## config.mk

```make
export PLATFORM = sky130hd
export DESIGN_NAME = meter_telegram_line_parser
export DESIGN_NICKNAME = d
export VERILOG_FILES = /design/src/rtl/mtlp_pkg.sv /design/src/rtl/mtlp_front.sv /design/src/rtl/mtlp_queue.sv /design/src/rtl/mtlp_back.sv /design/src/rtl/meter_telegram_line_parser.sv
export SDC_FILE = /design/constraint.sdc
export NUM_CORES = 2
export LEC_CHECK = 0
export CAP_MARGIN = 20
export CORE_MARGIN = 2
export CORE_UTILIZATION = 37
export CTS_CLUSTER_DIAMETER = 120
export CTS_CLUSTER_SIZE = 25
export DETAILED_ROUTE_END_ITERATION = 10
export DONT_BUFFER_PORTS = 1
export SETUP_SLACK_MARGIN = 0.02
export SKIP_CTS_REPAIR_TIMING = 1
export SLEW_MARGIN = 10
export SYNTH_ARGS = -nofsm -noshare
export SYNTH_HDL_FRONTEND = slang
export SYNTH_SLANG_ARGS = --single-unit
export TNS_END_PERCENT = 5
```

## constraint.sdc

```tcl
create_clock -name clk -period 9.9 [get_ports clk]
set_input_delay 1.98 -clock clk [delete_from_list [all_inputs] [get_ports clk]]
set_output_delay 1.98 -clock clk [all_outputs]
set_load 0.02 [all_outputs]
```

## src/rtl/mtlp_pkg.sv

```systemverilog
// Types, widths and constants shared by the meter telegram line parser.
// No dependencies; imported by every module of the block.
`timescale 1ns / 1ps
`default_nettype none

package mtlp_pkg;

    localparam int WHOLE_W  = 48;
    localparam int FRAC_W   = 32;
    localparam int COUNT_W  = 16;
    localparam int POWER_W  = 32;
    localparam int GAS_W    = 48;
    localparam int SCALE_W  = 10;
    localparam int PROD_W   = 58;
    localparam int FPROD_W  = FRAC_W + SCALE_W;
    localparam int SUM_W    = PROD_W + 1;

    localparam logic [WHOLE_W-1:0] WHOLE_MAX = {WHOLE_W{1'b1}};
    localparam logic [FRAC_W-1:0]  FRAC_MAX  = {FRAC_W{1'b1}};
    localparam logic [POWER_W-1:0] POWER_MAX = {POWER_W{1'b1}};
    localparam logic [GAS_W-1:0]   GAS_MAX   = {GAS_W{1'b1}};

    localparam logic [7:0] CH_CR   = 8'h0D;
    localparam logic [7:0] CH_LF   = 8'h0A;
    localparam logic [7:0] CH_ZERO = 8'h30;
    localparam logic [7:0] CH_NINE = 8'h39;
    localparam logic [7:0] CH_DOT  = 8'h2E;

    localparam logic KIND_POWER = 1'b0;
    localparam logic KIND_GAS   = 1'b1;

    localparam logic [3:0] POWER_TAG_LEN = 4'd10;
    localparam logic [3:0] GAS_TAG_LEN   = 4'd11;

    localparam int QUEUE_DEPTH = 4;
    localparam int QPTR_W      = 2;
    localparam int QCNT_W      = 3;

    // One finished line, handed from the parser to the arithmetic back end
    typedef struct packed {
        logic               kind;
        logic               version;
        logic [1:0]         digits;
        logic [FRAC_W-1:0]  frac;
        logic [WHOLE_W-1:0] whole;
    } line_rec_t;

    // Character of the line prefix at a given offset ("1-0:1.7.0(" or "0-1:24.2.1(")
    function automatic logic [7:0] tag_char(input logic kind, input logic [3:0] offset);
        logic [7:0] c;
        c = 8'h00;
        if (kind == KIND_GAS) begin
            case (offset)
                4'd0:    c = "0";
                4'd1:    c = "-";
                4'd2:    c = "1";
                4'd3:    c = ":";
                4'd4:    c = "2";
                4'd5:    c = "4";
                4'd6:    c = ".";
                4'd7:    c = "2";
                4'd8:    c = ".";
                4'd9:    c = "1";
                4'd10:   c = "(";
                default: c = 8'h00;
            endcase
        end else begin
            case (offset)
                4'd0:    c = "1";
                4'd1:    c = "-";
                4'd2:    c = "0";
                4'd3:    c = ":";
                4'd4:    c = "1";
                4'd5:    c = ".";
                4'd6:    c = "7";
                4'd7:    c = ".";
                4'd8:    c = "0";
                4'd9:    c = "(";
                default: c = 8'h00;
            endcase
        end
        return c;
    endfunction

    // Weight of the fraction: power scales by ten in the older telegram,
    // gas pads missing thousandths digits
    function automatic logic [SCALE_W-1:0] frac_scale(input logic kind,
                                                      input logic version,
                                                      input logic [1:0] digits);
        logic [SCALE_W-1:0] s;
        s = 10'd1;
        if (kind == KIND_GAS) begin
            case (digits)
                2'd0:    s = 10'd1000;
                2'd1:    s = 10'd100;
                2'd2:    s = 10'd10;
                default: s = 10'd1;
            endcase
        end else begin
            s = version ? 10'd1 : 10'd10;
        end
        return s;
    endfunction

endpackage

`default_nettype wire

```

## src/rtl/mtlp_front.sv

```systemverilog
// Byte-level front end: drops carriage returns, matches the line prefix and
// accumulates the number digits. Depends on mtlp_pkg.
`timescale 1ns / 1ps
`default_nettype none

module mtlp_front #(
    parameter int LINE_LEN = 80
) (
    input  wire logic                clk,
    input  wire logic                rst_n,
    input  wire logic                byte_valid,
    input  wire logic [7:0]          rx_byte,
    input  wire logic                cfg_write,
    input  wire logic                cfg_data,
    output logic                     rec_push,
    output mtlp_pkg::line_rec_t      rec
);
    import mtlp_pkg::*;

    localparam int POS_W = $clog2(LINE_LEN);

    typedef enum logic [9:0] {
        PH_PREFIX  = 10'b0000000001,
        PH_P_INT0  = 10'b0000000010,
        PH_P_INT   = 10'b0000000100,
        PH_P_FRAC0 = 10'b0000001000,
        PH_P_FRAC  = 10'b0000010000,
        PH_G_INT0  = 10'b0000100000,
        PH_G_INT   = 10'b0001000000,
        PH_G_DOT0  = 10'b0010000000,
        PH_G_FRAC  = 10'b0100000000,
        PH_DONE    = 10'b1000000000
    } phase_t;

    phase_t             phase_reg, phase_next;
    logic [POS_W-1:0]   pos_reg, pos_next;
    logic [3:0]         offset_reg, offset_next;
    logic               kind_reg, kind_next;
    logic               dead_reg, dead_next;
    logic [WHOLE_W-1:0] whole_reg, whole_next;
    logic [FRAC_W-1:0]  frac_reg, frac_next;
    logic [1:0]         digits_reg, digits_next;
    logic               version_reg;

    logic               is_digit;
    logic [3:0]         digit;
    logic               kind_cur;
    logic [3:0]         tag_len;
    logic               line_ok;
    logic               wrap;
    logic [WHOLE_W-1:0] whole_acc;
    logic [FRAC_W-1:0]  frac_acc;
    logic [FRAC_W-1:0]  gas_frac_acc;

    // Saturating v*10+d
    function automatic logic [WHOLE_W-1:0] acc10_whole(input logic [WHOLE_W-1:0] v,
                                                       input logic [3:0] d);
        logic [WHOLE_W+3:0] s;
        s = (WHOLE_W+4)'({v, 3'b000}) + (WHOLE_W+4)'({v, 1'b0}) + (WHOLE_W+4)'(d);
        return (s > (WHOLE_W+4)'(WHOLE_MAX)) ? WHOLE_MAX : s[WHOLE_W-1:0];
    endfunction

    function automatic logic [FRAC_W-1:0] acc10_frac(input logic [FRAC_W-1:0] v,
                                                     input logic [3:0] d);
        logic [FRAC_W+3:0] s;
        s = (FRAC_W+4)'({v, 3'b000}) + (FRAC_W+4)'({v, 1'b0}) + (FRAC_W+4)'(d);
        return (s > (FRAC_W+4)'(FRAC_MAX)) ? FRAC_MAX : s[FRAC_W-1:0];
    endfunction

    assign is_digit     = (rx_byte >= CH_ZERO) && (rx_byte <= CH_NINE);
    assign digit        = is_digit ? rx_byte[3:0] : 4'd0;
    assign kind_cur     = (offset_reg == 4'd0) ? (rx_byte == CH_ZERO) : kind_reg;
    assign tag_len      = kind_cur ? GAS_TAG_LEN : POWER_TAG_LEN;
    assign whole_acc    = acc10_whole(whole_reg, digit);
    assign frac_acc     = acc10_frac(frac_reg, digit);
    assign gas_frac_acc = {frac_reg[FRAC_W-4:0], 3'b000} + {frac_reg[FRAC_W-2:0], 1'b0}
                          + FRAC_W'(digit);
    assign wrap         = ((POS_W+1)'(pos_reg) + (POS_W+1)'(1)) == (POS_W+1)'(LINE_LEN);

    always_comb
    begin
        if (kind_reg == KIND_POWER)
            line_ok = !dead_reg && (phase_reg == PH_P_FRAC || phase_reg == PH_DONE);
        else
            line_ok = !dead_reg && (phase_reg == PH_G_INT || phase_reg == PH_G_FRAC
                                    || phase_reg == PH_DONE);
    end

    always_comb
    begin
        phase_next  = phase_reg;
        pos_next    = pos_reg;
        offset_next = offset_reg;
        kind_next   = kind_reg;
        dead_next   = dead_reg;
        whole_next  = whole_reg;
        frac_next   = frac_reg;
        digits_next = digits_reg;
        rec_push    = 1'b0;

        if (byte_valid && rx_byte != CH_CR) begin
            if (rx_byte == CH_LF) begin
                rec_push = line_ok;
            end else if (!dead_reg && phase_reg != PH_DONE) begin
                case (phase_reg)
                    PH_PREFIX:
                    begin
                        kind_next = kind_cur;
                        if (offset_reg >= tag_len || tag_char(kind_cur, offset_reg) != rx_byte)
                            dead_next = 1'b1;
                        else begin
                            offset_next = offset_reg + 4'd1;
                            if (offset_reg + 4'd1 == tag_len)
                                phase_next = kind_cur ? PH_G_INT0 : PH_P_INT0;
                        end
                    end
                    PH_P_INT0, PH_G_INT0:
                    begin
                        if (is_digit) begin
                            whole_next = whole_acc;
                            phase_next = (phase_reg == PH_P_INT0) ? PH_P_INT : PH_G_INT;
                        end else if (rx_byte == CH_DOT && phase_reg == PH_G_INT0)
                            phase_next = PH_G_DOT0;
                        else
                            dead_next = 1'b1;
                    end
                    PH_P_INT:
                    begin
                        if (is_digit)
                            whole_next = whole_acc;
                        else if (rx_byte == CH_DOT)
                            phase_next = PH_P_FRAC0;
                        else
                            dead_next = 1'b1;
                    end
                    PH_P_FRAC0, PH_P_FRAC:
                    begin
                        if (is_digit) begin
                            frac_next  = frac_acc;
                            phase_next = PH_P_FRAC;
                        end else if (phase_reg == PH_P_FRAC)
                            phase_next = PH_DONE;
                        else
                            dead_next = 1'b1;
                    end
                    PH_G_INT:
                    begin
                        if (is_digit)
                            whole_next = whole_acc;
                        else if (rx_byte == CH_DOT)
                            phase_next = PH_G_FRAC;
                        else
                            phase_next = PH_DONE;
                    end
                    PH_G_DOT0, PH_G_FRAC:
                    begin
                        if (is_digit) begin
                            if (digits_reg != 2'd3) begin
                                frac_next   = gas_frac_acc;
                                digits_next = digits_reg + 2'd1;
                            end
                            phase_next = PH_G_FRAC;
                        end else if (phase_reg == PH_G_FRAC)
                            phase_next = PH_DONE;
                        else
                            dead_next = 1'b1;
                    end
                    default:
                    begin
                        dead_next = 1'b1;
                    end
                endcase
            end

            // Restart the line on a line feed or when it fills up
            if (rx_byte == CH_LF || wrap) begin
                pos_next    = '0;
                phase_next  = PH_PREFIX;
                offset_next = 4'd0;
                kind_next   = KIND_POWER;
                dead_next   = 1'b0;
                whole_next  = '0;
                frac_next   = '0;
                digits_next = 2'd0;
            end else begin
                pos_next = pos_reg + POS_W'(1);
            end
        end
    end

    always_ff @(posedge clk or negedge rst_n)
    begin
        if (!rst_n) begin
            phase_reg   <= PH_PREFIX;
            pos_reg     <= '0;
            offset_reg  <= 4'd0;
            kind_reg    <= KIND_POWER;
            dead_reg    <= 1'b0;
            whole_reg   <= '0;
            frac_reg    <= '0;
            digits_reg  <= 2'd0;
            version_reg <= 1'b1;
        end else begin
            phase_reg  <= phase_next;
            pos_reg    <= pos_next;
            offset_reg <= offset_next;
            kind_reg   <= kind_next;
            dead_reg   <= dead_next;
            whole_reg  <= whole_next;
            frac_reg   <= frac_next;
            digits_reg <= digits_next;
            if (cfg_write)
                version_reg <= cfg_data;
        end
    end

    assign rec.kind    = kind_reg;
    assign rec.version = version_reg;
    assign rec.digits  = digits_reg;
    assign rec.frac    = frac_reg;
    assign rec.whole   = whole_reg;

endmodule

`default_nettype wire

```

## src/rtl/mtlp_queue.sv

```systemverilog
// Short queue of finished lines between the parser and the arithmetic.
// Depends on mtlp_pkg.
`timescale 1ns / 1ps
`default_nettype none

module mtlp_queue (
    input  wire logic                clk,
    input  wire logic                rst_n,
    input  wire logic                wr_en,
    input  wire mtlp_pkg::line_rec_t wr_rec,
    input  wire logic                rd_en,
    output logic                     rd_valid,
    output mtlp_pkg::line_rec_t      rd_rec,
    output logic                     q_full
);
    import mtlp_pkg::*;

    line_rec_t         entry_reg [QUEUE_DEPTH];
    logic [QPTR_W-1:0] wr_ptr_reg;
    logic [QPTR_W-1:0] rd_ptr_reg;
    logic [QCNT_W-1:0] count_reg;

    assign rd_valid = count_reg != '0;
    assign q_full   = count_reg == QCNT_W'(QUEUE_DEPTH);
    assign rd_rec   = entry_reg[rd_ptr_reg];

    always_ff @(posedge clk)
    begin
        if (wr_en)
            entry_reg[wr_ptr_reg] <= wr_rec;
    end

    always_ff @(posedge clk or negedge rst_n)
    begin
        if (!rst_n) begin
            wr_ptr_reg <= '0;
            rd_ptr_reg <= '0;
            count_reg  <= '0;
        end else begin
            if (wr_en)
                wr_ptr_reg <= wr_ptr_reg + QPTR_W'(1);
            if (rd_en)
                rd_ptr_reg <= rd_ptr_reg + QPTR_W'(1);
            if (wr_en && !rd_en)
                count_reg <= count_reg + QCNT_W'(1);
            else if (rd_en && !wr_en)
                count_reg <= count_reg - QCNT_W'(1);
        end
    end

endmodule

`default_nettype wire

```

## src/rtl/mtlp_back.sv

```systemverilog
// Arithmetic back end: scales the parsed number, saturates, counts power
// readings and holds the result word. Depends on mtlp_pkg.
`timescale 1ns / 1ps
`default_nettype none

module mtlp_back (
    input  wire logic                clk,
    input  wire logic                rst_n,
    input  wire logic                q_valid,
    input  wire mtlp_pkg::line_rec_t q_rec,
    output logic                     q_take,
    output logic                     out_valid,
    input  wire logic                out_take,
    output logic                     reading_kind,
    output logic [15:0]              reading_count,
    output logic [31:0]              power_watts,
    output logic [47:0]              gas_thousandths
);
    import mtlp_pkg::*;

    logic               s1_valid_reg;
    logic               s1_kind_reg;
    logic [COUNT_W-1:0] s1_count_reg;
    logic [PROD_W-1:0]  s1_whole_reg;
    logic [FPROD_W-1:0] s1_frac_reg;

    logic               out_valid_reg;
    logic               out_kind_reg;
    logic [COUNT_W-1:0] out_count_reg;
    logic [POWER_W-1:0] out_power_reg;
    logic [GAS_W-1:0]   out_gas_reg;

    logic [COUNT_W-1:0] power_count_reg, power_count_next;
    logic               out_adv;
    logic               s1_load;
    logic [PROD_W-1:0]  whole_k;
    logic [SUM_W-1:0]   sum;

    assign out_adv = !out_valid_reg || out_take;
    assign s1_load = q_valid && (!s1_valid_reg || out_adv);
    assign q_take  = s1_load;

    // whole * 1000 = whole*1024 - whole*16 - whole*8
    assign whole_k = {q_rec.whole, 10'b0} - PROD_W'({q_rec.whole, 4'b0})
                     - PROD_W'({q_rec.whole, 3'b0});

    assign power_count_next = (q_rec.kind == KIND_POWER) ? power_count_reg + COUNT_W'(1)
                                                         : power_count_reg;

    assign sum = SUM_W'(s1_whole_reg) + SUM_W'(s1_frac_reg);

    always_ff @(posedge clk)
    begin
        if (s1_load) begin
            s1_kind_reg  <= q_rec.kind;
            s1_count_reg <= power_count_next;
            s1_whole_reg <= whole_k;
            s1_frac_reg  <= q_rec.frac * frac_scale(q_rec.kind, q_rec.version, q_rec.digits);
        end
        if (s1_valid_reg && out_adv) begin
            out_kind_reg  <= s1_kind_reg;
            out_count_reg <= s1_count_reg;
            if (s1_kind_reg == KIND_POWER) begin
                out_power_reg <= (sum > SUM_W'(POWER_MAX)) ? POWER_MAX : sum[POWER_W-1:0];
                out_gas_reg   <= '0;
            end else begin
                out_power_reg <= '0;
                out_gas_reg   <= (sum > SUM_W'(GAS_MAX)) ? GAS_MAX : sum[GAS_W-1:0];
            end
        end
    end

    always_ff @(posedge clk or negedge rst_n)
    begin
        if (!rst_n) begin
            s1_valid_reg    <= 1'b0;
            out_valid_reg   <= 1'b0;
            power_count_reg <= '0;
        end else begin
            if (s1_load)
                power_count_reg <= power_count_next;
            if (s1_load)
                s1_valid_reg <= 1'b1;
            else if (out_adv)
                s1_valid_reg <= 1'b0;
            if (out_adv)
                out_valid_reg <= s1_valid_reg;
        end
    end

    assign out_valid       = out_valid_reg;
    assign reading_kind    = out_kind_reg;
    assign reading_count   = out_count_reg;
    assign power_watts     = out_power_reg;
    assign gas_thousandths = out_gas_reg;

endmodule

`default_nettype wire

```

## src/rtl/meter_telegram_line_parser.sv

```systemverilog
// Top level of the meter telegram line parser: parser front end, line queue
// and arithmetic back end. Depends on mtlp_pkg, mtlp_front, mtlp_queue, mtlp_back.
//
// Usage:
//   Input channel: drive rx_byte and raise push; a byte is taken at each rising
//   edge with push high and full low. One byte per cycle is sustained; full
//   rises only when four finished readings wait in the line queue.
//   Result channel: while empty is low the oldest reading is on reading_kind,
//   reading_count, power_watts and gas_thousandths; pop takes it.
//   A reading comes only from the line feed that closes a matching power or
//   gas line; other bytes and non-matching lines give no word.
//   Path: a reading passes the queue write, the scaling stage and the output
//   register, and waits while the result side is stalled. Throughput: one byte
//   per cycle in while full is low, one word per cycle out while pop stays high.
//   Stall: while pop is held low, words back up through the scaling stage and
//   the line queue; bytes keep flowing until the queue fills.
//   Configuration: cfg_write loads cfg_data into protocol_version; it is read
//   when a line feed is taken.
//   Reset: clears the line state, the power count and all queued words, and
//   sets protocol_version to 1.
`timescale 1ns / 1ps
`default_nettype none

module meter_telegram_line_parser #(
    parameter int LINE_LEN = 80
) (
    input  wire logic        clk,
    input  wire logic        rst_n,
    input  wire logic        push,
    output logic             full,
    input  wire logic [7:0]  rx_byte,
    output logic             empty,
    input  wire logic        pop,
    output logic             reading_kind,
    output logic [15:0]      reading_count,
    output logic [31:0]      power_watts,
    output logic [47:0]      gas_thousandths,
    input  wire logic        cfg_write,
    input  wire logic        cfg_data
);
    import mtlp_pkg::*;

    logic      byte_taken;
    logic      rec_push;
    line_rec_t front_rec;
    logic      q_valid;
    line_rec_t q_rec;
    logic      q_take;
    logic      q_full;
    logic      out_valid;
    logic      out_take;

    // Hold input while the line queue is full
    assign full       = q_full;
    assign byte_taken = push && !q_full;
    assign empty      = !out_valid;
    assign out_take   = pop && out_valid;

    mtlp_front #(
        .LINE_LEN (LINE_LEN)
    ) u_front (
        .clk        (clk),
        .rst_n      (rst_n),
        .byte_valid (byte_taken),
        .rx_byte    (rx_byte),
        .cfg_write  (cfg_write),
        .cfg_data   (cfg_data),
        .rec_push   (rec_push),
        .rec        (front_rec)
    );

    mtlp_queue u_queue (
        .clk      (clk),
        .rst_n    (rst_n),
        .wr_en    (rec_push),
        .wr_rec   (front_rec),
        .rd_en    (q_take),
        .rd_valid (q_valid),
        .rd_rec   (q_rec),
        .q_full   (q_full)
    );

    mtlp_back u_back (
        .clk             (clk),
        .rst_n           (rst_n),
        .q_valid         (q_valid),
        .q_rec           (q_rec),
        .q_take          (q_take),
        .out_valid       (out_valid),
        .out_take        (out_take),
        .reading_kind    (reading_kind),
        .reading_count   (reading_count),
        .power_watts     (power_watts),
        .gas_thousandths (gas_thousandths)
    );

endmodule

`default_nettype wire

```

## Word level (Yosys, flattened, before mapping)

Memory sizes are Yosys's and may differ from the RTL's.
Index checks and enable logic that the tools add are counted.

| operators by class | value |
|---|---|
| add/sub/neg operators | 18 |
| $mul | 1 |
| $lt $le $gt $ge | 7 |
| equal/unequal tests | 44 |
| multiplexer cells | 85 |
| reduce and logical (&&, ||, !) cells | 49 |

Operator list:

| operator | number |
|---|---|
| 48-bit 2-to-1 mux | 7 |
| 32-bit 2-to-1 mux | 8 |
| 10-bit 2-to-1 mux | 17 |
| 32-bit one-hot mux with 2 select lines | 1 |
| 10-bit one-hot mux with 6 select lines | 1 |
| 58-bit by 42-bit adder with 59-bit output | 1 |
| 59-bit by 32-bit > comparator with 1-bit output, second input constant | 1 |
| 59-bit by 48-bit > comparator with 1-bit output, second input constant | 1 |
| 58-bit by 51-bit subtractor with 58-bit output | 1 |
| 58-bit by 52-bit subtractor with 58-bit output | 1 |
| 51-bit by 49-bit adder with 52-bit output | 1 |
| 52-bit by 4-bit adder with 52-bit output | 1 |
| 52-bit by 48-bit > comparator with 1-bit output, second input constant | 1 |
| 32-bit by 10-bit multiplier with 42-bit output | 1 |
| 8-bit 2-to-1 mux | 5 |
| 35-bit by 33-bit adder with 36-bit output | 1 |
| 36-bit by 4-bit adder with 36-bit output | 1 |
| 36-bit by 32-bit > comparator with 1-bit output, second input constant | 1 |
| 32-bit adder | 1 |
| 32-bit by 4-bit adder with 32-bit output | 1 |
| 3-bit inequality test, second input constant | 10 |
| 10-bit one-hot mux with 3 select lines | 1 |
| 4-bit 2-to-1 mux | 7 |
| 1-bit 2-to-1 mux | 25 |
| 55 further kinds | 108 |

| storage, ports and cells | value |
|---|---|
| register bits | 345 |
| bits in writable memories | 336 |
| ROM bits | 192 |
| input bits | 14 |
| output and inout bits | 99 |
| word-level logic and storage cells | 230 |
| memories kept | 3 |

Memory list:

| name | depth | bits a word | read ports | clocked after memory_dff | wr ports | RTL line | text |
|---|---|---|---|---|---|---|---|
| u_queue.entry_reg | 4 | 84 | 1 | 0 | 1 | mtlp_queue.sv:18 | `line_rec_t entry_reg [QUEUE_DEPTH];` |
| (no name shown) | 16 | 6 | 1 | 0 | 0 | mtlp_pkg.sv:53 | `case (offset)` |
| (no name shown) | 16 | 6 | 1 | 0 | 0 | mtlp_pkg.sv:68 | `case (offset)` |

## Logic depth before layout (Yosys ltp)

| logic depth | value |
|---|---|
| depth in word-level cells | 14 |
| gate-level depth with buffers | 28 |

## Modules after synthesis

From an unflattened synthesis, not the netlist that was laid out.

| second synthesis, totals | value |
|---|---|
| cell total of the unflattened synthesis | 4,309 |
| area total of the unflattened synthesis | 47,863.4 um2 |

Modules (own cells, without submodules):

| module | times used | cells each | area each (um2) |
|---|---|---|---|
| mtlp_back | 1 | 2,486 | 24,100.6 |
| mtlp_queue | 1 | 473 | 12,555.8 |
| mtlp_front | 1 | 1,347 | 11,188.2 |
| meter_telegram_line_parser | 1 | 3 | 18.8 |

## Least setup slack after synthesis

Ideal clock, no wire load.

| path | value |
|---|---|
| kind | reg-to-reg |
| start point | reg u_queue.rd_ptr_reg[1] |
| end point | reg u_back.s1_frac_reg[41], data pin |
| arrival time | 7.351 ns |
| required time | 9.639 ns |
| slack | 2.288 ns |
| stages on the path, launching flop included | 26 |
| buffers on the path | 2 |
| period minus slack after synthesis | 7.612 ns |
| cell sequence | dfrtp_1 -> clkbuf_1 -> mux2_2 -> o21a_1 -> a21oi_1 -> clkbuf_1 -> nand2_1 -> fa_1 -> inv_1 -> fa_1 -> inv_1 -> fa_1 -> fa_1 -> inv_1 -> fa_1 -> ha_1 -> a2111oi_0 -> o21ai_1 -> a41oi_2 -> a2111oi_1 -> or3_1 -> a31o_2 -> or3_1 -> a31oi_4 -> o211ai_1 -> xnor2_1 |

| on the way | value |
|---|---|
| longest elaborated chain between the ends | 6 |
| elaborated cells between the ends (all ways) | 9 |
| classes of those cells | mul: 1; eq/ne: 2; mux: 4; reduce/logical: 1; memory: 1 |

Ends and longest elaborated chain:

| item | RTL line | text |
|---|---|---|
| start, declared | mtlp_queue.sv:20 | `logic [QPTR_W-1:0] rd_ptr_reg;` |
| start signal, assigned | mtlp_queue.sv:43 | `rd_ptr_reg <= rd_ptr_reg + QPTR_W'(1);` |
| memory read 4 x 84 bit * | n/a |  |
| 2-bit equality test, or another cell as far along | mtlp_pkg.sv:93 | `case (digits)` |
| 10-bit one-hot mux with 3 select lines | mtlp_pkg.sv:93 |  |
| 10-bit 2-to-1 mux | mtlp_pkg.sv:92 | `if (kind == KIND_GAS) begin` |
| 10-bit 2-to-1 mux | mtlp_back.sv:54 | `if (s1_load) begin` |
| 32-bit by 10-bit multiplier with 42-bit output * | mtlp_back.sv:58 | `s1_frac_reg <= q_rec.frac * frac_scale(q_rec.kind, q_rec.version, q_rec.digits);` |
| end signal, assigned | mtlp_back.sv:58 |  |
| end, declared | mtlp_back.sv:25 | `logic [FPROD_W-1:0] s1_frac_reg;` |

Mark *: on every way between the ends. The rest lies on a longest branch, timed or not. The select of a mux whose other input is x is not followed.
A chain may end at the register's enable or synchronous reset.

## Worst setup path after layout

| path | value |
|---|---|
| start point | reg u_queue.rd_ptr_reg[0] |
| end point | reg u_back.s1_frac_reg[41], data pin |

Same word-level chain as after synthesis.

==> results.sh <==
export IMPL_path_class="register to register"
export IMPL_p_int_uw=7770
export IMPL_crit_required_ns=10.27
export IMPL_dr_pass1_iters=5
export IMPL_start_util=0.373
export IMPL_clock_latency_ns=0.63
export IMPL_grt_pass1_wl_mm=175
export IMPL_ys_seq_area_frac=0.415
export IMPL_grt_pass1_vias=31600
export IMPL_drt_iter0_drc=2269
export IMPL_leakagePower_uw=0.0216
export IMPL_die_area_um2=131000
export IMPL_finalWeightedCongestion=0.899
export IMPL_critPathMaxFanout=40
export IMPL_crit_top_cell="fa_1"
export IMPL_setup_violations=0
export IMPL_netlist_instances=4233
export IMPL_slew_headroom=0.352
export IMPL_pwr_share_comb=0.584
export IMPL_ant_nets=0
export IMPL_pin_count=113
export IMPL_cts_sinks=678
export IMPL_maxSlewViolCount=0
export IMPL_r2r_end="u_back.s1_frac_reg[41]"
export IMPL_cpPeakStageDelay_ns=0.92
export IMPL_finalHoldViolCount=0
export IMPL_cellPowerDensity_nw_per_um2=285
export IMPL_antenna_found_initial=1
export IMPL_area_growth_pct=5.92
export IMPL_crit_buf_inv=4
export IMPL_synth_cell_types=101
export IMPL_die_w_um=362
export IMPL_cp_startpoint="u_queue.rd_ptr_reg[0]"
export IMPL_cts_root_buf="clkbuf_16"
export IMPL_overflow=0
export IMPL_worstHoldStart="u_back.s1_count_reg[13]"
export IMPL_portBuffers=0
export IMPL_finish_net_count=4791
export IMPL_r2r_setup_slack_ns=1.53
export IMPL_avgSynthCellArea_um2=11.2
export IMPL_grt_max_degree=132
export IMPL_whs_ns=0.426
export IMPL_rsz0062_at_grt="no"
export IMPL_switching_power_uw=6560
export IMPL_grt_use_met3=0.0217
export IMPL_ys_seq_elements=678
export IMPL_power_uw=14300
export IMPL_row_count=131
export IMPL_cts_tree="done"
export IMPL_track_usage=0.164
export IMPL_totalWireLength_mm=107
export IMPL_crit_family="adder cells"
export IMPL_tightest_slew_ns=0.971
export IMPL_antennaDiodeCount=0
export IMPL_drive_gt1_frac=0.0550
export IMPL_via_per_inst=5.42
export IMPL_worstReg2RegStart="u_queue.rd_ptr_reg[0]"
export IMPL_routedWlPerCell_um=18.4
export IMPL_ir_drop_v=0.000215
export IMPL_crit_end="u_back.s1_frac_reg[41]"
export IMPL_grtUsageMet1=0.239
export IMPL_synth_ff_type="edfxtp_1"
export IMPL_die_height_um=362
export IMPL_yosys_warnings=0
export IMPL_cts_max_level=2
export IMPL_synth_edf_count=547
export IMPL_r2r_cells=23
export IMPL_path_cells="mux4_2, a21oi_2, buf_4, nand2_1, fa_1, inv_1, fa_1, fa_1, fa_1, inv_1, fa_1, inv_1, ha_1, a21o_1, a21o_1, a21oi_1, nand2_1, or3_1, a31o_2, or3_1, a31oi_4, o211ai_1, xnor2_1"
export IMPL_fp_coreArea_um2=128000
export IMPL_dpl_hpwl_mm=81.7
export IMPL_fin_crit_ns=8.37
export IMPL_maxCapViolations=0
export IMPL_switching_share=0.458
export IMPL_drcViolationCount=0
export IMPL_syn_area_um2=47500
export IMPL_setup_tns_ns=0
export IMPL_path_clk_slew_ns=0.09
export IMPL_seqPwrFrac=0.303
export IMPL_gr_usage_met2=0.259
export IMPL_vias=31600
export IMPL_hold_class="register to register"
export IMPL_clkPwrFrac=0.114
export IMPL_cts_made_buffers=35
export IMPL_largest_reg_flops=336
export IMPL_outcome="finished, final reports clean"
export IMPL_final_common_cell="edfxtp_1"
export IMPL_finalClockSkew_ns=0.0339
export IMPL_final_cell_mix="edfxtp_1 (547), nand2_1 (390), ha_1 (385)"
export IMPL_setup_worst_path_start_class="register"
export IMPL_fin_crit_sh=0.845
export IMPL_endpoint_kind="register"
export IMPL_critical_path_slowest_cell="dfrtp_4"
export IMPL_final_cell_area_um2=50300
export IMPL_cp_depth=23
export IMPL_max_freq_ghz=0.120
export IMPL_syn_nets=4883
export IMPL_cp_data_arrival_time_ns=8.73
export IMPL_clock_path_buffers=3
export IMPL_busiest_layer="met2"
export IMPL_synthArstFlopShare=0.193
export IMPL_placed_area_um2=49200
==> power by group through the flow <==
stage,registers [µW],clock network [µW],logic [µW]
global route,4390,1770,9340
detailed placement,4410,0,8270
finish,4340,1630,8360
CTS,4350,1690,8310
global placement,4410,0,8210
floorplan,4210,0,6340
==> logic make-up after synthesis <==
logic type / count (synthesis) / synth area share
compound gates: 1019 / 0.141
xor+xnor: 249 / 0.0459
fa+ha+maj: 636 / 0.207
buf+inv: 533 / 0.0437
flops: 678 / 0.415
mux: 98 / 0.0427
simple gates: 1020 / 0.105
==> area by class of cell <==
cell class,instances,area [µm²]
fill,12200,77200
multi-input combinational,3022,25800
clock buffer,55,972
timing repair buffer,35,275
inverter,369,1390
tap,1662,2080
clock inverter,8,114
sequential,678,19700
==> through the flow <==
| step | setup slack [ns] | instances | util |
|---|---|---|---|
| floorplan | 2.29 | 4233 | - |
| global placement | 1.51 | 5765 | 0.386 |
| detailed placement | 1.44 | 5765 | 0.386 |
| CTS | 1.44 | 5828 | 0.395 |
| global route | 1.00 | 5829 | 0.395 |
| finish | 1.53 | 5829 | 0.395 |
==> routing by layer <==
metal	wire length, µm	part of all wire	vias up
met4	2530	0.024	0
met2	47900	0.45	716
li1	-	-	15200
met3	4640	0.043	126
met1	52100	0.49	15500
met5	0	0	-
==> synth_stat cells (all sizes together), types with 23 or more instances <==
library cell / count / share of area
a211oi: 32 / 0.0055
a21boi: 55 / 0.0087
a21o: 94 / 0.015
a21oi: 275 / 0.029
a31oi: 54 / 0.0077
a41oi: 41 / 0.0077
and2: 83 / 0.011
and3: 28 / 0.0037
buf: 46 / 0.0052
clkbuf: 118 / 0.0093
dfrtp: 129 / 0.068
edfxtp: 547 / 0.35
fa: 251 / 0.11
ha: 385 / 0.10
inv: 368 / 0.029
mux4: 83 / 0.039
nand2: 390 / 0.031
nand2b: 25 / 0.0033
nand3: 69 / 0.0073
nand4: 62 / 0.0082
nor2: 167 / 0.013
nor2b: 32 / 0.0042
nor3: 59 / 0.0062
o211ai: 32 / 0.0053
o21a: 39 / 0.0062
o21ai: 207 / 0.022
o21bai: 28 / 0.0044
o31ai: 23 / 0.0036
xnor2: 154 / 0.028
xor2: 95 / 0.018
==> worst register-to-register path, stage by stage (launching register included) <==
cell      delay (ns)
dfrtp_4         0.92
mux4_2          0.81
a21oi_2         0.51
buf_4           0.43
nand2_1         0.14
fa_1            0.54
inv_1           0.05
fa_1            0.52
fa_1            0.44
fa_1            0.55
inv_1           0.05
fa_1            0.53
inv_1           0.04
ha_1            0.36
a21o_1          0.20
a21o_1          0.21
a21oi_1         0.19
nand2_1         0.06
or3_1           0.33
a31o_2          0.26
or3_1           0.38
a31oi_4         0.29
o211ai_1        0.15
xnor2_1         0.15
==> how the worst min path moves through the flow <==
stage                                     endpoint  slack, ns  cells after the start
after global placement    u_back.reading_count[13]       0.40                      0
after floorplan            u_back.reading_count[0]       0.40                      0
after CTS                 u_back.reading_count[15]       0.43                      0
after detailed placement  u_back.reading_count[15]       0.41                      0
after global routing      u_back.reading_count[15]       0.44                      0
final                     u_back.reading_count[13]       0.43                      0
No activity file was read; power rests on OpenSTA's default activity.
